[config.mk]
export PLATFORM = sky130hd
export DESIGN_NAME = gft_pipe_ctrl
export DESIGN_NICKNAME = d
export VERILOG_FILES = /design/src/sv/gft_pipe_ctrl.sv
export SDC_FILE = /design/constraint.sdc
export NUM_CORES = 1
export LEC_CHECK = 0
export BUFFER_PORTS_ARGS = -buffer_cell sky130_fd_sc_hd__buf_2
export CAP_MARGIN = 20
export CORE_AREA = 2 2 39 41
export DETAILED_ROUTE_END_ITERATION = 6
export DIE_AREA = 0 0 41 43
export PLACE_DENSITY_LB_ADDON = 0.3
export SETUP_SLACK_MARGIN = 0.5
export SYNTH_ARGS = -nofsm -noshare
export SYNTH_HDL_FRONTEND = slang
export SYNTH_SLANG_ARGS = --single-unit
[constraint.sdc]
create_clock -name clk -period 1.6 [get_ports clk]
set_input_delay 0 -clock clk [delete_from_list [all_inputs] [get_ports clk]]
set_output_delay 0 -clock clk [all_outputs]
set_load 0.005 [all_outputs]
[src/sv/gft_pipe_ctrl.sv]
module gft_pipe_ctrl #(
    parameter int STAGES = 8
) (
    input  logic              clk,
    input  logic              rst_n,
    input  logic              in_valid,
    input  logic              out_ready,
    output logic              in_ready,
    output logic              out_valid,
    output logic [STAGES-1:0] en
);

    logic [STAGES-1:0] valid_reg;
    logic [STAGES-1:0] valid_next;
    logic [STAGES:0]   ready;

    // A stage loads when it is empty or its successor moves on.
    always_comb
    begin
        ready[STAGES] = out_ready;
        for (int i = STAGES - 1; i >= 0; i--)
        begin
            ready[i] = !valid_reg[i] || ready[i+1];
        end
    end

    always_comb
    begin
        valid_next[0] = ready[0] ? in_valid : valid_reg[0];
        for (int i = 1; i < STAGES; i++)
        begin
            valid_next[i] = ready[i] ? valid_reg[i-1] : valid_reg[i];
        end
    end

    always_ff @(posedge clk or negedge rst_n)
    begin
        if (!rst_n)
        begin
            valid_reg <= '0;
        end
        else
        begin
            valid_reg <= valid_next;
        end
    end

    assign en        = ready[STAGES-1:0];
    assign in_ready  = ready[0];
    assign out_valid = valid_reg[STAGES-1];

    a_empty_tail_takes: assert property (@(posedge clk) disable iff (!rst_n)
        !valid_reg[STAGES-1] |-> in_ready)
        else $error("pipe refuses input with an empty output stage");

    a_drain_frees_input: assert property (@(posedge clk) disable iff (!rst_n)
        out_ready |-> in_ready)
        else $error("pipe refuses input while the output drains");

    a_item_count: assert property (@(posedge clk) disable iff (!rst_n)
        rst_n |=> ($countones(valid_reg) == $past($countones(valid_reg))
                   + int'($past(in_valid && in_ready))
                   - int'($past(out_valid && out_ready))))
        else $error("items lost or duplicated in the pipe");

endmodule

Word level (Yosys, flattened, before mapping)
Cells that the tools add are included.
{"block": "word_totals", "regBits": 8, "inputBits": 4, "output_inout_bits": 10, "wordCells": 24}
{"block": "op_classes", "n_reduce_logical": 16}
{"op": "$logic_not 1->1", "n": 8}
{"op": "$logic_or 1x1->1", "n": 8}

Depth between registers and ports, before layout
{"block": "logic_depth", "depth_word": 9, "ltp_mapped": 4, "ltp_nobuf": 2}

Least setup slack after synthesis
OpenSTA, ideal clock, no wires.
{"block": "synth_path", "path_kind": "register -> register", "from": "register valid_reg[7]", "to": "register valid_reg[5]", "setup_ns": 0.124, "arrival_time_ns": 0.902, "required_ns": 1.476, "path_slack_ns": 0.573, "stages_incl_launch_ff": 4, "path_cell_list": "dfrtp_1 > and4b_4 > buf_6 > or2_1"}
{"block": "synth_between", "elab_chain_len": 4}
{"element": "start: declaration", "line_no": "13", "text": "logic [STAGES-1:0] valid_reg;"}
{"element": "start signal: assignment", "line_no": "44", "text": "valid_reg <= valid_next;"}
{"element": "$logic_not 1->1", "line_no": "23", "text": "ready[i] = !valid_reg[i] || ready[i+1];"}
{"element": "$logic_or 1x1->1 (3 in a row)", "line_no": "23"}
No other way between the ends.
A chain may end at the register's enable or synchronous reset.

Worst setup path after layout
{"block": "layout_path", "from": "register valid_reg[6]", "to": "output en[0]"}
{"block": "layout_between", "elab_chain_len": 8}
{"element": "$logic_not 1->1", "line_no": "23"}
{"element": "$logic_or 1x1->1 (7 in a row)", "line_no": "23"}
{"element": "end: declaration", "line_no": "10", "text": "output logic [STAGES-1:0] en"}
No other way between the ends.

==> impl_metrics.json <==
{
  "synth.avg_cell_area_sq_um": 12.0,
  "r2r_cells": 3,
  "synth_area_sq_um": 347,
  "via_per_inst": 4.69,
  "synth_nets": 33,
  "yosysUniqueCellTypes": 17,
  "power_density_nw_per_um2": 1160,
  "timing.fmax_mhz": 840,
  "startpoint_type": "register",
  "antenna_found_initial": 0,
  "final_nets": 58,
  "io_buffers": 13,
  "p_leak_uw": 0.000246,
  "synth_warnings": 0,
  "synth_ff_type": "dfrtp_1",
  "dp_hpwl_um": 425,
  "n_antenna_cell": 0,
  "wl_per_cell_um": 11.4,
  "maxCapViolCount": 0,
  "drv_slew": 0,
  "place_area_sq_um": 408,
  "arrival_ns": 1.19,
  "final_common_cell": "buf_2",
  "hold_slack_ns": 0.0742,
  "crit_cells": 3,
  "layout_common_cells": "buf_2 (12), dfrtp_1 (8), buf_4 (5)",
  "grt_max_degree": 9,
  "grt_pass1_wl_mm": 1.26,
  "grt_usage": 0.111,
  "hold_path_depth": 3,
  "io_pins": 14,
  "die_h_um": 43,
  "grt_setup_unrepaired": "true",
  "die-area_sq_um": 1760,
  "peakVddDrop_v": 0.000545,
  "post-route-drc-count": 0,
  "first_pass_iters": 2,
  "synth-edff-count": 0,
  "period_share": 0.744,
  "synthTopCellsByArea": "dfrtp_1 (58%), nand2b_1 (5.4%), a21o_1 (4.3%)",
  "hold_viol_final": 0,
  "fin_util": 0.391,
  "synth_top_area_share": 0.578,
  "rows": 14,
  "grt_pass1_vias": 323,
  "required_ns": 1.60,
  "crit_path_end_kind": "primary output",
  "core_sq_um": 1380,
  "vias": 319,
  "ant_nets": 0,
  "status": "complete, no violations",
  "cp_cell_sequence": "and4b_4 -> nand4_1 -> buf_2",
  "cp_slowest_cell": "dfrtp_1",
  "clk_pin_slew_ns": 0.05,
  "largest_reg_flops": 8,
  "cts-root-buf": "clkbuf_4",
  "detail_route.wirelength_um": 772,
  "clkLatencyLatePin_ns": 0.25,
  "cts_tree": "built",
  "initial_core_util": 0.250,
  "skew_ns": 0.00317,
  "finalInstanceArea_sq_um": 541,
  "clock_sinks": 8,
  "min_path_type": "input port to register",
  "cpLargestDelayFamily": "simple AND/OR/NAND/NOR gates",
  "min_period_ns": 1.19,
  "overflow": 0,
  "first_iter_violations": 5,
  "max_slew.worst_pin.slew_ns": 0.175,
  "final-setup-viol-count": 0,
  "synthesis.instances": 29,
  "cpPeakStageDelay_ns": 0.38,
  "synth_largest_area_cell": "dfrtp_1",
  "path_max_fanout": 6,
  "final.setup.tns_ns": 0,
  "die_w_um": 41,
  "gp_congestion": 0.646,
  "synth-seq-cells": 8,
  "slew_headroom": 0.883,
  "syn_to_final_growth_pct": 56.0,
  "cts_made_buffers": 3,
  "drive_gt1_frac": 0.558,
  "path_buf_inv": 1,
  "synthArstFlopShare": 1.00,
  "cts_max_level": 1,
  "seq_area_frac_synth": 0.578,
  "setup.worst_path.class": "register to primary output",
  "cts_max_path_buffers": 2
}
[layout make-up]
class	count	area [sq um]
fillers	137	843
flip-flops and latches	8	200
repair buffers	22	151
multi-input cells	18	143
clock buffers	3	22.5
well taps	16	20.0
inverters	1	3.75
[worst paths after layout]
path                                    from            to  slack (ns)
worst max-delay path            valid_reg[6]         en[0]        0.41
worst min-delay path               out_ready  valid_reg[7]        0.07
worst max register to register  valid_reg[5]  valid_reg[0]        0.48
worst min register to register  valid_reg[2]  valid_reg[3]        0.49
max in group asynchronous              rst_n  valid_reg[4]        1.32
min in group asynchronous              rst_n  valid_reg[7]        0.12
[tightest hold or removal path, stage by stage]
cell and delay [ns]:
buf_2 0.11, nand2b_4 0.13, nand2b_1 0.05
[power breakdown]
part / switching (uW) / internal (uW) / total (uW)
Clock: 66.4 / 85.7 / 152
Sequential: 34.4 / 237 / 271
Combinational: 80.6 / 124 / 205
Total: 181 / 447 / 628
[logic make-up (layout without fill, tap and decap cells)]
logic type             after synthesis  in the layout  share of synthesized area
DFF                                  8              8                      0.578
AOI/OAI and AO/OA                    5              5                      0.123
and+or+nand+nor                     12             13                      0.220
buffers and inverters                4             26                     0.0794
[routing by layer]
layer / global-route usage / routed length (um) / up-vias
li1: - / - / 154
met1: 0.133 / 355 / 151
met2: 0.159 / 353 / 12
met3: 0.0314 / 56 / 2
met4: 0.0800 / 7 / 0
met5: 0 / 0 / -
[per-stage QoR]
stage | total power (uW) | worst slack [ns] | cells
after floorplan | 364 | 0.573 | 29
after global placement | 401 | 0.604 | 55
after detailed placement | 400 | 0.604 | 55
after CTS | 600 | 0.409 | 65
after global routing | 677 | 0.335 | 68
final | 628 | 0.410 | 68
[Yosys cell counts (2+ instances only)]
| master | instances |
|---|---|
| nand2b_1 | 3 |
| nand2_1 | 2 |
| a21o_1 | 2 |
| nand3_1 | 2 |
| dfrtp_1 | 8 |
[repair_timing]
item                                   4_1_cts  5_1_grt
setup endpoints to repair                    7       10
hold buffers                                 2        0
pin swaps                                    2        3
gates cloned                                 1        0
buffers inserted                             4        3
endpoints found under the hold margin        9        0
gates resized for setup                      2        5
(Power assumes the default switching activity.)
