$ cat config.mk
export PLATFORM = sky130hd
export DESIGN_NAME = gft_back
export DESIGN_NICKNAME = d
export VERILOG_FILES = /design/src/sv/gft_pkg.sv /design/src/sv/gft_back.sv
export SDC_FILE = /design/constraint.sdc
export NUM_CORES = 2
export LEC_CHECK = 0
export ABC_AREA = 1
export BUFFER_PORTS_ARGS = -buffer_cell sky130_fd_sc_hd__buf_2
export CORE_MARGIN = 3
export CORE_UTILIZATION = 58
export DETAILED_ROUTE_END_ITERATION = 6
export PLACE_DENSITY_LB_ADDON = 0.05
export SETUP_SLACK_MARGIN = 0.02
export SLEW_MARGIN = 40
export SYNTH_ARGS = -nofsm -noshare
export SYNTH_HDL_FRONTEND = slang
export SYNTH_SLANG_ARGS = --single-unit
$ cat constraint.sdc
create_clock -name clk -period 16.1 [get_ports clk]
set_clock_uncertainty 0.2 [all_clocks]
set_input_delay 3.22 -clock clk [delete_from_list [all_inputs] [get_ports clk]]
set_output_delay 3.22 -clock clk [all_outputs]
set_load 0.02 [all_outputs]
$ cat src/sv/gft_pkg.sv
package gft_pkg;

    // Field widths
    localparam int PROG_W     = 17;
    localparam int STRIDE_W   = 18;
    localparam int OFS_W      = 18;
    localparam int Z_W        = 16;
    localparam int HEIGHT_W   = 16;
    localparam int FRAC_W     = 17;
    localparam int CFG_DATA_W = 17;
    localparam int CFG_IDX_W  = 1;

    // Internal datapath widths
    localparam int UT_W    = 31;  // u*t <= 2^30
    localparam int V_W     = 18;  // t - u, signed
    localparam int KP_W    = 34;  // stride * (0.5 - t), signed
    localparam int D_W     = 50;  // t^3 - u^3, signed
    localparam int P_W     = 48;  // u*t*(t - u), signed
    localparam int ZP_W    = 47;  // apex height * u*t
    localparam int W_W     = 33;  // Q0.32 Bezier weight, signed
    localparam int PIPE_STAGES = 8;

    localparam logic [PROG_W-1:0]   ONE_Q16  = 17'h10000;
    localparam logic [PROG_W-1:0]   HALF_Q16 = 17'h08000;

    localparam logic [HEIGHT_W-1:0]      HEIGHT_RESET   = 16'd3277;
    // control_fraction reset 16384, held as f - 0.5
    localparam logic signed [FRAC_W-1:0] FRAC_OFS_RESET = -17'sd16384;

    typedef enum logic [CFG_IDX_W-1:0] {
        CFG_APEX_HEIGHT      = 1'b0,
        CFG_CONTROL_FRACTION = 1'b1
    } cfg_index_t;

    // Per-item values that ride along the pipe up to stage 7
    typedef struct packed {
        logic                       swing;
        logic signed [STRIDE_W-1:0] sx;
        logic signed [STRIDE_W-1:0] sy;
    } gft_side_t;

endpackage

$ cat src/sv/gft_back.sv
module gft_back (
    input  logic                               clk,
    input  logic [1:0]                         en,
    input  gft_pkg::gft_side_t                 side,
    input  logic signed [gft_pkg::W_W-1:0]     weight,
    input  logic [gft_pkg::Z_W-1:0]            lift,
    input  logic signed [gft_pkg::OFS_W-1:0]   stance_x,
    input  logic signed [gft_pkg::OFS_W-1:0]   stance_y,
    output logic signed [gft_pkg::OFS_W-1:0]   offset_x,
    output logic signed [gft_pkg::OFS_W-1:0]   offset_y,
    output logic [gft_pkg::Z_W-1:0]            offset_z
);

    localparam int M_W = gft_pkg::STRIDE_W + gft_pkg::W_W;

    // Limit a Q1.16 result to [-1.0, +1.0]
    function automatic logic signed [gft_pkg::OFS_W-1:0] clamp_unit(
        input logic signed [gft_pkg::OFS_W:0] v
    );
        logic signed [gft_pkg::OFS_W:0] res;
        begin
            if (v > 19'sd65536)
                res = 19'sd65536;
            else if (v < -19'sd65536)
                res = -19'sd65536;
            else
                res = v;
            return res[gft_pkg::OFS_W-1:0];
        end
    endfunction

    // Stage 7: stride times Q0.32 weight
    logic signed [M_W-1:0]            mx_next;
    logic signed [M_W-1:0]            my_next;

    logic                             swing7_reg;
    logic signed [M_W-1:0]            mx_reg;
    logic signed [M_W-1:0]            my_reg;
    logic [gft_pkg::Z_W-1:0]          z7_reg;
    logic signed [gft_pkg::OFS_W-1:0] stx7_reg;
    logic signed [gft_pkg::OFS_W-1:0] sty7_reg;

    always_comb
    begin
        mx_next = M_W'(side.sx) * M_W'(weight);
        my_next = M_W'(side.sy) * M_W'(weight);
    end

    always_ff @(posedge clk)
    begin
        if (en[0])
        begin
            swing7_reg <= side.swing;
            mx_reg     <= mx_next;
            my_reg     <= my_next;
            z7_reg     <= lift;
            stx7_reg   <= stance_x;
            sty7_reg   <= stance_y;
        end
    end

    // Stage 8: round, clamp, pick phase; this is the output register
    logic signed [M_W-1:0]            rx;
    logic signed [M_W-1:0]            ry;
    logic signed [gft_pkg::OFS_W-1:0] ox_next;
    logic signed [gft_pkg::OFS_W-1:0] oy_next;
    logic [gft_pkg::Z_W-1:0]          oz_next;

    logic signed [gft_pkg::OFS_W-1:0] ox_reg;
    logic signed [gft_pkg::OFS_W-1:0] oy_reg;
    logic [gft_pkg::Z_W-1:0]          oz_reg;

    always_comb
    begin
        rx = mx_reg + $signed(M_W'(64'h8000_0000));
        ry = my_reg + $signed(M_W'(64'h8000_0000));
        if (swing7_reg)
        begin
            ox_next = clamp_unit(rx[M_W-1:32]);
            oy_next = clamp_unit(ry[M_W-1:32]);
            oz_next = z7_reg;
        end
        else
        begin
            ox_next = stx7_reg;
            oy_next = sty7_reg;
            oz_next = '0;
        end
    end

    always_ff @(posedge clk)
    begin
        if (en[1])
        begin
            ox_reg <= ox_next;
            oy_reg <= oy_next;
            oz_reg <= oz_next;
        end
    end

    assign offset_x = ox_reg;
    assign offset_y = oy_reg;
    assign offset_z = oz_reg;

endmodule
# Word-level counts from Yosys, hierarchy flattened
# Index checks and enable logic that the tools add are counted.
[word_totals] latch_bits=0 wordCells=23 memories=0 in_bits=125 mem_bits_ro=0 out_inout_bits=52 reg_bits=207 mem_bits_rw=0
[classes] bitwise=0 n_div=0 multipliers=2 magnitude_cmp=4 shift=0 add_sub_neg=2 eq_ne=0 reduce_logical=0 muxes=6
[op_table] op="two-way mux 18 bit" n=6
[op_table] op="adder 51 x 33 -> 51 bit (second input constant)" n=2
[op_table] op="multiplier 18 x 33 -> 51 bit" n=2
[op_table] op="greater-than comparator 19 x 18 -> 1 bit (second input constant)" n=2
[op_table] op="< comparator 19 x 17 -> 1 bit (second input constant)" n=2

# Logic depth before layout (Yosys ltp)
[logic_depth] depth_word=5 depth_mapped=30

# Worst setup path after synthesis
# No wires, ideal clock.
[synth_timing] path_type="input port to flip-flop" from="input weight[32] in the netlist's numbering" to="register mx_reg[46], data pin" stages=22 slack_ps=7181 arrival_time_ps=8459 path_buffers=2 cell_sequence="clkbuf_1 -> clkbuf_1 -> nand2_1 -> fa_1 -> inv_1 -> fa_1 -> inv_1 -> fa_1 -> fa_1 -> inv_1 -> fa_1 -> fa_1 -> ha_1 -> nand2_1 -> nor2_1 -> inv_1 -> nor2_1 -> nand3_1 -> nor3_1 -> nand2_1 -> nand3_1 -> xor2_1"
[synth_between] elab_chain_cells=1
[synth_rtl] item="from (decl)" line_no="gft_back.sv:5" source="input logic signed [gft_pkg::W_W-1:0] weight,"
[synth_rtl] item="multiplier 18 x 33 -> 51 bit" line_no="gft_back.sv:45" source="mx_next = M_W'(side.sx) * M_W'(weight);"
[synth_rtl] item="named net mx_next[46]" line_no="gft_back.sv:33" source="logic signed [M_W-1:0] mx_next;"
[synth_rtl] item="to (signal assigned)" line_no="gft_back.sv:54" source="mx_reg <= mx_next;"
[synth_rtl] item="to (decl)" line_no="gft_back.sv:37" source="logic signed [M_W-1:0] mx_reg;"
# The timed path passes the listed nets, and every way through them passes these cells.
# A chain may end at the register's enable or synchronous reset.

# Final worst setup path
[layout_timing] from="input weight[32] in the netlist's numbering" to="register mx_reg[45], data pin"
# Same word-level chain as after synthesis.

==> impl_metrics.csv <==
group,metric,value,unit
routing,drt_wl_total,124,mm
routing,drt_iter0_drc,2088,
floorplanning,die_x,295,µm
setup_path,critPathCaptureType,"flip-flop",
global_route,grt_use_total,30.3,%
floorplanning,initial_utilization,58.7,%
timing,grt_setup_unrepaired,"false",
yosys,synth.yosys.warnings,0,
clock_tree,cts_tree,"yes",
clock_tree,htree_num_levels,4,
place,place_hpwl,101,mm
yosys,netlist_area,48400,µm²
yosys,synth_area_per_cell,7.96,µm²
floorplanning,core_area,82400,µm²
yosys,syn_inst,6074,
hold_path,holdCritPathClass,"reg -> reg",
timing,timing.max_slew.rel_slack,37.6,%
clock_tree,root_buffer,"clkbuf_16",
place,detailedPlace.worstSlack,6.31,ns
yosys,async_reset_ff_share,0,%
routing,routed-via-count,36400,
yosys,ys_types,44,
yosys,synth_sequential_area_ratio,9.01,%
clock_tree,post_cts.repair.setup_buffers,0,
global_route,grt_pass1_wl,208,mm
finish,nets,7500,
setup_path,crit_fanout,36,
setup_path,critical_path.slowest_cell,"buf_2",
job,cap_violations,0,
clock_tree,cts.repair.resized,0,
clock_tree,clk_pin_slew_worst_paths,0.07,ns
setup_path,cp.arrival,9.34,ns
routing,detail_route.first_pass.iterations,5,
global_route,grt_max_degree,58,
routing,antenna_left,0,
global_route,initial_antenna_violation_count,4,
outcome,status,"finished clean",
global_route,number_of_global_route_vias_before_repair,40100,
clock_tree,postCtsHoldBufs,0,
finish,fillerInstances,7611,
finish,area_added_between_synthesis_and_finish,3.95,%
global_route,globalRoute.totalOverflow,0,
timing,report.final.setup_viol,0,
timing,final_critical_path_setup_slack,6.76,ns
yosys,postSynthRegisterBits,145,
setup_path,path_common_cell,"inv_1",
clock_tree,clk_buf_depth,2,
finish,post_route_cells_drive_above_1_share,4.12,%
clock_tree,cts_inserted_buffers,17,
timing,finalHoldViolCount,0,
setup_path,cp_data_required_time,16.10,ns
setup_path,slowest_delay,0.60,ns
timing,setup_tns_final,0,ns
routing,avgViaCountPerCell,5.13,
timing,finalWorstPathRequiredPeriod,9.34,ns
setup_path,cp_cell_sequence,"buf_2, nand2_1, inv_1, fa_1, fa_1, ha_1, inv_1, fa_1, inv_1, fa_1, inv_1, fa_1, inv_1, ha_1, nand2_1, nor2_1, nand2_1, inv_1, nand3_1, inv_1, o21ai_0, nand4_1, nand2_1",
yosys,synth_top_flop_cell,"edfxtp_1",
timing,actual_transition_at_the_worst_max_transition_pin,0.935,ns
routing,route.detailed.drc,0,
yosys,synth_edf_count,145,
place,globalplace.congestion,0.927,
floorplanning,std_cell_rows,105,
timing,final.period_utilization,58.0,%
floorplanning,pin_count,177,
routing,post_drt_wl_per_cell,17.4,µm
floorplanning,floorplan.die_area,86900,µm²
finish,total_area_of_multi_input_combinational_cells,35800,µm²
timing,fmax,0.107,GHz
floorplanning,y_dimension_of_the_die,295,µm
place,io_buffer_count,176,
finish,area.sequential,4350,µm²
timing,timing.final.max_slew_violations,0,
setup_path,crit_type,"in -> reg",
clock_tree,worstSkewPairLatency,0.45,ns
setup_path,critPathLaunchType,"input port",
clock_tree,clkSinkCount,145,
yosys,mappedNetlistNets,7573,
layer usage:
metal	vias up	global-route usage, %	part of all wire, %
met5	-	0	0
met4	0	7.77	2.7
met3	196	3.78	5.0
met2	946	53.5	51
met1	18400	40.0	42
li1	16800	-	-
synthesized netlist by cell type, types with 8 or more instances:
master | number | area [µm²]
a21o_1 | 19 | 143
a21oi_1 | 121 | 606
buf_1 | 8 | 30.0
clkbuf_1 | 268 | 1010
edfxtp_1 | 145 | 4350
fa_1 | 1136 | 22700
ha_1 | 238 | 2980
inv_1 | 1881 | 7060
nand2_1 | 1598 | 6000
nand3_1 | 101 | 505
nand4_1 | 19 | 119
nor2_1 | 280 | 1050
nor3_1 | 25 | 125
o21a_1 | 9 | 67.6
o21ai_0 | 82 | 410
o21bai_1 | 21 | 158
xnor2_1 | 16 | 140
xor2_1 | 36 | 315
through the flow:
step,instance area (µm²),std cells,hold slack [ns],util [%]
after floorplan,48400,6074,0.281,-
after global placement,49600,7049,0.283,60.2
after detailed placement,49600,7049,0.287,60.2
after CTS,50200,7081,0.304,60.9
after global routing,50300,7086,0.322,61.0
final,50300,7088,0.304,61.0
critical path, delay by kind of cell:
family	cells	cell delay [ns]
buffers and inverters	8	1.37
and+or+nand+nor	7	0.97
AOI/OAI and AO/OA	1	0.25
adders and majority gates	7	3.53
area by class of cell:
type	count	share of cell area, %
clock buffer	18	0.854
inverter	1883	14.1
clock inverter	14	0.241
timing repair buffer	189	2.17
multi-input combinational	3765	71.3
sequential	145	8.66
antenna	4	0.0199
tap	1070	2.66
final timing paths:
path / start / to / slack (ns) / cells after the start
max: weight[32] / mx_reg[45]$_DFFE_PP_ / 6.76 / 23
min: z7_reg[2]$_DFFE_PP_ / offset_z[2]$_SDFFCE_PN0P_ / 0.30 / 2
max reg2reg: my_reg[31]$_DFFE_PP_ / offset_y[13]$_DFFE_PP_ / 13.38 / 13
min reg2reg: z7_reg[2]$_DFFE_PP_ / offset_z[2]$_SDFFCE_PN0P_ / 0.30 / 2
logic make-up after synthesis:
| family | count (synthesis) | synth area share [%] |
|---|---|---|
| buffers and inverters | 2164 | 16.8 |
| and+or+nand+nor | 2061 | 16.7 |
| adders and majority gates | 1374 | 53.2 |
| AOI/OAI and AO/OA | 277 | 3.28 |
| DFF | 145 | 9.01 |
| xor gates and xnor gates | 53 | 0.976 |
cell usage in the layout (no fill, tap or decap), types with 6 or more instances in the layout:
cell type,instances
inv_1,1880
nand2_1,1598
fa_1,1136
nor2_1,280
ha_1,238
buf_2,148
edfxtp_1,145
a21oi_1,121
nand3_1,101
o21ai_0,82
buf_4,38
xor2_1,36
nor3_1,25
o21bai_1,21
nand4_1,19
a21o_1,19
clkbuf_16,17
xnor2_1,16
o21a_1,9
a21boi_0,7
a31oi_1,7
nand3b_1,7
nor2_2,7
nand2_2,6
Power is left out: the tool's default activity adds up to more than one toggle a clock period on the data nets, which glitch-free logic cannot reach.
