$ cat config.mk
export PLATFORM = sky130hd
export DESIGN_NAME = gft_weight
export DESIGN_NICKNAME = d
export VERILOG_FILES = /design/src/sv/gft_pkg.sv /design/src/sv/gft_weight.sv
export SDC_FILE = /design/constraint.sdc
export NUM_CORES = 2
export LEC_CHECK = 0
export ABC_CLOCK_PERIOD_IN_PS = 20200
export BUFFER_PORTS_ARGS = -buffer_cell sky130_fd_sc_hd__buf_2
export CAP_MARGIN = 20
export CORE_MARGIN = 3
export CORE_UTILIZATION = 50
export CTS_CLUSTER_SIZE = 14
export DETAILED_ROUTE_END_ITERATION = 10
export PLACE_DENSITY = 0.69
export SYNTH_ARGS = -nofsm -noshare
export SYNTH_HDL_FRONTEND = slang
export SYNTH_SLANG_ARGS = --single-unit
$ cat constraint.sdc
create_clock -name clk -period 20.2 [get_ports clk]
set_clock_uncertainty 0.15 [all_clocks]
set_input_delay 4.04 -clock clk [delete_from_list [all_inputs] [get_ports clk]]
set_output_delay 4.04 -clock clk [all_outputs]
set_load 0.005 [all_outputs]
$ cat src/sv/gft_pkg.sv
package gft_pkg;

    // Field widths
    localparam int PROG_W     = 17;
    localparam int STRIDE_W   = 18;
    localparam int OFS_W      = 18;
    localparam int Z_W        = 16;
    localparam int HEIGHT_W   = 16;
    localparam int FRAC_W     = 17;
    localparam int CFG_DATA_W = 17;
    localparam int CFG_IDX_W  = 1;

    // Internal datapath widths
    localparam int UT_W    = 31;  // u*t <= 2^30
    localparam int V_W     = 18;  // t - u, signed
    localparam int KP_W    = 34;  // stride * (0.5 - t), signed
    localparam int D_W     = 50;  // t^3 - u^3, signed
    localparam int P_W     = 48;  // u*t*(t - u), signed
    localparam int ZP_W    = 47;  // apex height * u*t
    localparam int W_W     = 33;  // Q0.32 Bezier weight, signed
    localparam int PIPE_STAGES = 8;

    localparam logic [PROG_W-1:0]   ONE_Q16  = 17'h10000;
    localparam logic [PROG_W-1:0]   HALF_Q16 = 17'h08000;

    localparam logic [HEIGHT_W-1:0]      HEIGHT_RESET   = 16'd3277;
    // control_fraction reset 16384, held as f - 0.5
    localparam logic signed [FRAC_W-1:0] FRAC_OFS_RESET = -17'sd16384;

    typedef enum logic [CFG_IDX_W-1:0] {
        CFG_APEX_HEIGHT      = 1'b0,
        CFG_CONTROL_FRACTION = 1'b1
    } cfg_index_t;

    // Per-item values that ride along the pipe up to stage 7
    typedef struct packed {
        logic                       swing;
        logic signed [STRIDE_W-1:0] sx;
        logic signed [STRIDE_W-1:0] sy;
    } gft_side_t;

endpackage

$ cat src/sv/gft_weight.sv
module gft_weight (
    input  logic                                clk,
    input  logic [3:0]                          en,
    input  logic signed [gft_pkg::FRAC_W-1:0]   frac_offset,
    input  gft_pkg::gft_side_t                  side_in,
    input  logic signed [gft_pkg::D_W-1:0]      dterm,
    input  logic signed [gft_pkg::P_W-1:0]      pterm,
    input  logic [gft_pkg::ZP_W-1:0]            zprod,
    input  logic signed [gft_pkg::OFS_W-1:0]    stance_x_in,
    input  logic signed [gft_pkg::OFS_W-1:0]    stance_y_in,
    output gft_pkg::gft_side_t                  side_out,
    output logic signed [gft_pkg::W_W-1:0]      weight,
    output logic [gft_pkg::Z_W-1:0]             lift,
    output logic signed [gft_pkg::OFS_W-1:0]    stance_x_out,
    output logic signed [gft_pkg::OFS_W-1:0]    stance_y_out
);

    // Stage 3: g * P as two partial products, round the lift
    logic signed [41:0]                gpl_next;
    logic signed [40:0]                gph_next;
    logic [gft_pkg::ZP_W-1:0]          z_rnd;

    gft_pkg::gft_side_t                side3_reg;
    logic signed [41:0]                gpl_reg;
    logic signed [40:0]                gph_reg;
    logic signed [gft_pkg::D_W-1:0]    d3_reg;
    logic [gft_pkg::Z_W-1:0]           z3_reg;
    logic signed [gft_pkg::OFS_W-1:0]  stx3_reg;
    logic signed [gft_pkg::OFS_W-1:0]  sty3_reg;

    always_comb
    begin
        gpl_next = 42'(frac_offset) * 42'($signed({1'b0, pterm[23:0]}));
        gph_next = 41'(frac_offset) * 41'($signed(pterm[47:24]));
        z_rnd    = zprod + 47'h2000_0000;
    end

    always_ff @(posedge clk)
    begin
        if (en[0])
        begin
            side3_reg <= side_in;
            gpl_reg   <= gpl_next;
            gph_reg   <= gph_next;
            d3_reg    <= dterm;
            z3_reg    <= z_rnd[45:30];
            stx3_reg  <= stance_x_in;
            sty3_reg  <= stance_y_in;
        end
    end

    // Stage 4: merge partial products
    logic signed [63:0]                gp_next;

    gft_pkg::gft_side_t                side4_reg;
    logic signed [63:0]                gp_reg;
    logic signed [gft_pkg::D_W-1:0]    d4_reg;
    logic [gft_pkg::Z_W-1:0]           z4_reg;
    logic signed [gft_pkg::OFS_W-1:0]  stx4_reg;
    logic signed [gft_pkg::OFS_W-1:0]  sty4_reg;

    assign gp_next = (64'(gph_reg) <<< 24) + 64'(gpl_reg);

    always_ff @(posedge clk)
    begin
        if (en[1])
        begin
            side4_reg <= side3_reg;
            gp_reg    <= gp_next;
            d4_reg    <= d3_reg;
            z4_reg    <= z3_reg;
            stx4_reg  <= stx3_reg;
            sty4_reg  <= sty3_reg;
        end
    end

    // Stage 5: round(g * E / 2^15) with E = -3 * P
    logic signed [65:0]                e_sum;

    gft_pkg::gft_side_t                side5_reg;
    logic signed [49:0]                r_reg;
    logic signed [gft_pkg::D_W-1:0]    d5_reg;
    logic [gft_pkg::Z_W-1:0]           z5_reg;
    logic signed [gft_pkg::OFS_W-1:0]  stx5_reg;
    logic signed [gft_pkg::OFS_W-1:0]  sty5_reg;

    assign e_sum = 66'sd16384 - 66'(gp_reg) - (66'(gp_reg) <<< 1);

    always_ff @(posedge clk)
    begin
        if (en[2])
        begin
            side5_reg <= side4_reg;
            r_reg     <= e_sum[64:15];
            d5_reg    <= d4_reg;
            z5_reg    <= z4_reg;
            stx5_reg  <= stx4_reg;
            sty5_reg  <= sty4_reg;
        end
    end

    // Stage 6: N = D + r, weight = round(N / 2^17)
    logic signed [51:0]                n_rnd;

    gft_pkg::gft_side_t                side6_reg;
    logic signed [gft_pkg::W_W-1:0]    w_reg;
    logic [gft_pkg::Z_W-1:0]           z6_reg;
    logic signed [gft_pkg::OFS_W-1:0]  stx6_reg;
    logic signed [gft_pkg::OFS_W-1:0]  sty6_reg;

    assign n_rnd = 52'(d5_reg) + 52'(r_reg) + 52'sd65536;

    always_ff @(posedge clk)
    begin
        if (en[3])
        begin
            side6_reg <= side5_reg;
            w_reg     <= n_rnd[49:17];
            z6_reg    <= z5_reg;
            stx6_reg  <= stx5_reg;
            sty6_reg  <= sty5_reg;
        end
    end

    assign side_out     = side6_reg;
    assign weight       = w_reg;
    assign lift         = z6_reg;
    assign stance_x_out = stx6_reg;
    assign stance_y_out = sty6_reg;

endmodule

Word level (Yosys, flattened, before mapping)
Cells that the tools add are included.
{ "word_totals": {"reg_bits": 735, "latchBits": 0, "ramBits": 0, "rom_bits": 0, "input_bits": 240, "output_inout_bits": 122, "wordCells": 40, "mem_count": 0} }
{ "op_classes": {"n_addsub": 6, "n_mul": 2, "div_mod_pow": 0, "magnitude_cmp": 0, "eq_ne": 0, "shift": 0, "n_mux": 0, "n_bitwise": 0, "reduce_logical": 0} }
{ "op_table": {"columns": ["cell", "n"], "rows": [
  ["16-bit by 64-bit subtractor with 65-bit output (first input constant)", 1],
  ["65-bit subtractor", 1],
  ["64-bit by 42-bit adder with 64-bit output", 1],
  ["50-bit by 18-bit adder with 50-bit output (second input constant)", 1],
  ["50-bit adder", 1],
  ["46-bit by 30-bit adder with 46-bit output (second input constant)", 1],
  ["17-bit by 25-bit multiplier with 42-bit output", 1],
  ["17-bit by 24-bit multiplier with 40-bit output", 1]
]} }

Logic depth before layout (Yosys ltp)
{ "logic_depth": {"depth_word": 2, "mapped_depth": 27, "ltp_nobuf": 26} }

Worst setup path before layout
OpenSTA, ideal clock, no wires.
{ "synth_path": {"path_type": "input to register", "from": "input port frac_offset[5] (netlist name)", "to": "register gph_reg[29], data pin", "setup_time_ns": 0.258, "t_arrival_ns": 10.132, "t_required_ns": 19.792, "path_slack_ns": 9.659, "cell_stages": 26, "path_buffers": 2, "path_cell_list": "clkbuf_1 > clkbuf_1 > nand2_1 > fa_1 > inv_1 > fa_1 > inv_1 > fa_1 > inv_1 > fa_1 > fa_1 > inv_1 > fa_1 > inv_1 > ha_1 > a21o_1 > a21o_1 > a21o_1 > a21oi_1 > a21oi_1 > o21a_1 > o21a_1 > or4_1 > a31o_2 > a21oi_1 > xnor2_1"} }
{ "synth_via": {"elab_chain_len": 1} }
{ "synth_rtl": {"columns": ["item", "line", "rtl"], "rows": [
  ["start, declared", "gft_weight.sv:4", "input logic signed [gft_pkg::FRAC_W-1:0] frac_offset,"],
  ["17-bit by 24-bit multiplier with 40-bit output", "gft_weight.sv:34", "gph_next = 41'(frac_offset) * 41'($signed(pterm[47:24]));"],
  ["named net gph_next[29]", "gft_weight.sv:20", "logic signed [40:0] gph_next;"],
  ["end signal, assigned", "gft_weight.sv:44", "gph_reg <= gph_next;"],
  ["end, declared", "gft_weight.sv:25", "logic signed [40:0] gph_reg;"]
]} }
The timed path passes the listed nets, and every way through them passes these cells.
A chain may end at the register's enable or synchronous reset.

Worst setup path in the final report
{ "layout_path": {"from": "input port frac_offset[16] (netlist name)", "to": "register gpl_reg[39], data pin"} }
{ "layout_via": {"elab_chain_len": 1} }
{ "layout_rtl": {"columns": ["item", "line", "rtl"], "rows": [
  ["17-bit by 25-bit multiplier with 42-bit output", "gft_weight.sv:33", "gpl_next = 42'(frac_offset) * 42'($signed({1'b0, pterm[23:0]}));"],
  ["named net gpl_next[39]", "gft_weight.sv:19", "logic signed [41:0] gpl_next;"],
  ["end signal, assigned", "gft_weight.sv:43", "gpl_reg <= gpl_next;"],
  ["end, declared", "gft_weight.sv:24", "logic signed [41:0] gpl_reg;"]
]} }
The timed path passes the listed nets, and every way through them passes these cells.

==> reports/summary.txt <==
Status: finished clean
Fin Setup TNS: 0 ps
Final Setup Violations: 0
Antenna violations before repair: 21
Post-route minimum period: 11350 ps
Actual slew at the worst max-slew pin: 998 ps
Max Cap Viol: 0
Drt first-iter violations: 1867
Critical Path Source Type: input pin
WL/cell: 18.1 µm
R2r startpoint: gp_reg[7]
Routability congestion estimate: 0.907
Register area share after synthesis: 0.378
Synth top area cells: edfxtp_1 (38%), fa_1 (25%), ha_1 (11%), inv_1 (5.9%), and2_1 (4.0%)
Syn Nets: 6522
Worst skew pair latency: 620 ps
Post-DRT Antenna Nets: 0
Aggregate global-route resource usage: 0.210
Syn avg cell area: 11.5 µm²
Drt drc: 0
Clock transition at the registers of the reported paths: 60 ps
Crit share post-route: 0.562
Die Span X: 348 µm
CTS tree: yes
Vias: 36300
Hold EP: d5_reg[49]
Chip Height: 348 µm
Setup Fix Bufs, Post-CTS: 0
Mapped Cells: 5059
Synth async-reset ratio: 0
Critical path endpoint category: flop
Worst slew margin: 0.335
Cell taking the most area after synthesis: edfxtp_1
Dpl cell area: 61600 µm²
PortBufs: 331
Dpl cells: 6773
RSZ-0062 raised after global routing: false
Die area: 121000 µm²
Root Driver: clkbuf_16
Distinct cells, synth: 71
Yosys warns: 0
Final slew viol count: 0
Area growth, synth to finish: 8.92%
Synth top area share: 0.378
Synth Cell Area: 58400 µm²
Clock Path Buffers: 3
Primary FF master, synth: edfxtp_1
CORE AREA: 115000 µm²
Data arrival, critical path: 11480 ps
Initial core utilization: 0.508
Reg2Reg Setup Slack: 15840 ps
Crit path kind: in2reg
HP Start: d4_reg[49]
Max incr delay on CP: 740 ps
CTS Buf Count: 67
DP Wirelength: 93400 µm
Vias in the first global route: 38300
Largest net degree at the start of global routing: 92
CP most frequent cell: fa_1
First-pass DRT Iterations: 5
Most common cell after layout, fill and taps aside: inv_1
CP Data Required Time: 20330 ps
CP cell instances: buf_2 -> inv_2 -> buf_4 -> nor2_1 -> fa_1 -> fa_1 -> fa_1 -> fa_1 -> fa_1 -> inv_1 -> fa_1 -> inv_1 -> ha_1 -> inv_1 -> o21bai_1 -> a21o_1 -> a21oi_1 -> o211ai_1 -> a21oi_1 -> o21bai_1 -> a31oi_1 -> nor2_1 -> a211oi_1
EDFF count, synth: 735
Peak Freq: 88.1 MHz
Commonest non-fill, non-tap cells in the layout: inv_1 (914), edfxtp_1 (735), fa_1 (725), nand2_1 (512), ha_1 (498)
CTS H-tree depth: 3
Final WL: 125000 µm
Hold WC Path Type: reg2reg
Fill count: 9773
Post_cts resized: 0
Max FFs per register: 64
Slowest stage cell, crit path: a211oi_1
Vias per cell: 5.27
I/O pins: 362
Cell area after layout: 63600 µm²
Final non-filler cell total: 6891
First-pass GRT wire length: 201000 µm
Clock sink count: 735
Layout cells sized above 1: 0.0865
Total gr overflow: 0
Max FO, Critical Path: 19
FF-to-FF End: r_reg[48]
Worst Hold Depth: 0
CTS Hold Bufs: 0
Final Hold Fails: 0
Nets: 6793
Hold slack final: 260 ps
Core Rows: 124
Cells on worst reg2reg path: 14
Flip-flop and latch count after synthesis: 735
-- through the flow --
step,utilization,setup slack (ps)
2_1_floorplan,-,9660
3_3_place_gp,0.535,8490
3_5_place_dp,0.535,8470
4_1_cts,0.553,9110
5_1_grt,0.553,8640
6_report,0.553,8850
-- synth_stat cells (all sizes together), types with 49 or more instances --
library cell / instances
a21o: 94
a21oi: 190
nor2: 154
o21ai: 101
clkbuf: 152
ha: 498
nand2: 512
inv: 914
fa: 725
edfxtp: 735
and2: 369
xor2: 49
xnor2: 155
-- worst max path at each step --
stage / slack, ps / start / depth (start not counted) / to
floorplan: 9660 / frac_offset[5] / 26 / gph_reg[29]
global route: 8640 / frac_offset[16] / 23 / gpl_reg[39]
finish: 8850 / frac_offset[16] / 23 / gpl_reg[39]
detailed placement: 8470 / frac_offset[16] / 23 / gpl_reg[39]
global placement: 8490 / frac_offset[16] / 23 / gpl_reg[39]
CTS: 9110 / frac_offset[3] / 26 / gph_reg[39]
-- routing by layer --
metal | up-vias | share of wire | routed length, µm | track usage
li1 | 17000 | - | - | -
met1 | 17900 | 0.42 | 52600 | 0.279
met2 | 1236 | 0.47 | 59000 | 0.356
met3 | 248 | 0.074 | 9200 | 0.0344
met4 | 8 | 0.029 | 3620 | 0.0653
met5 | - | 0.00048 | 60 | 0
-- critical path, delay by kind of cell --
family / cells / cell delay (ps)
buf+inv: 6 / 1340
simple gates: 2 / 270
compound gates: 8 / 2510
fa+ha+maj: 7 / 3270
-- cells by family after synthesis --
logic type	share of synthesized area
buf+inv	0.0687
simple gates	0.106
fa+ha+maj	0.355
flops	0.378
mux	0.000364
compound gates	0.0618
xor+xnor	0.0306
-- layout make-up --
| type | instances | area (µm²) | area share |
|---|---|---|---|
| antenna | 12 | 30.0 | 0.000472 |
| clock buffer | 83 | 1760 | 0.0276 |
| clock inverter | 23 | 240 | 0.00377 |
| inverter | 915 | 3430 | 0.0540 |
| multi-input combinational | 3255 | 32300 | 0.508 |
| sequential | 735 | 22100 | 0.347 |
| tap | 1512 | 1890 | 0.0297 |
| timing repair buffer | 356 | 1870 | 0.0295 |
Power is left out: the tool's default activity adds up to more than one toggle a clock period on the data nets, which glitch-free logic cannot reach.
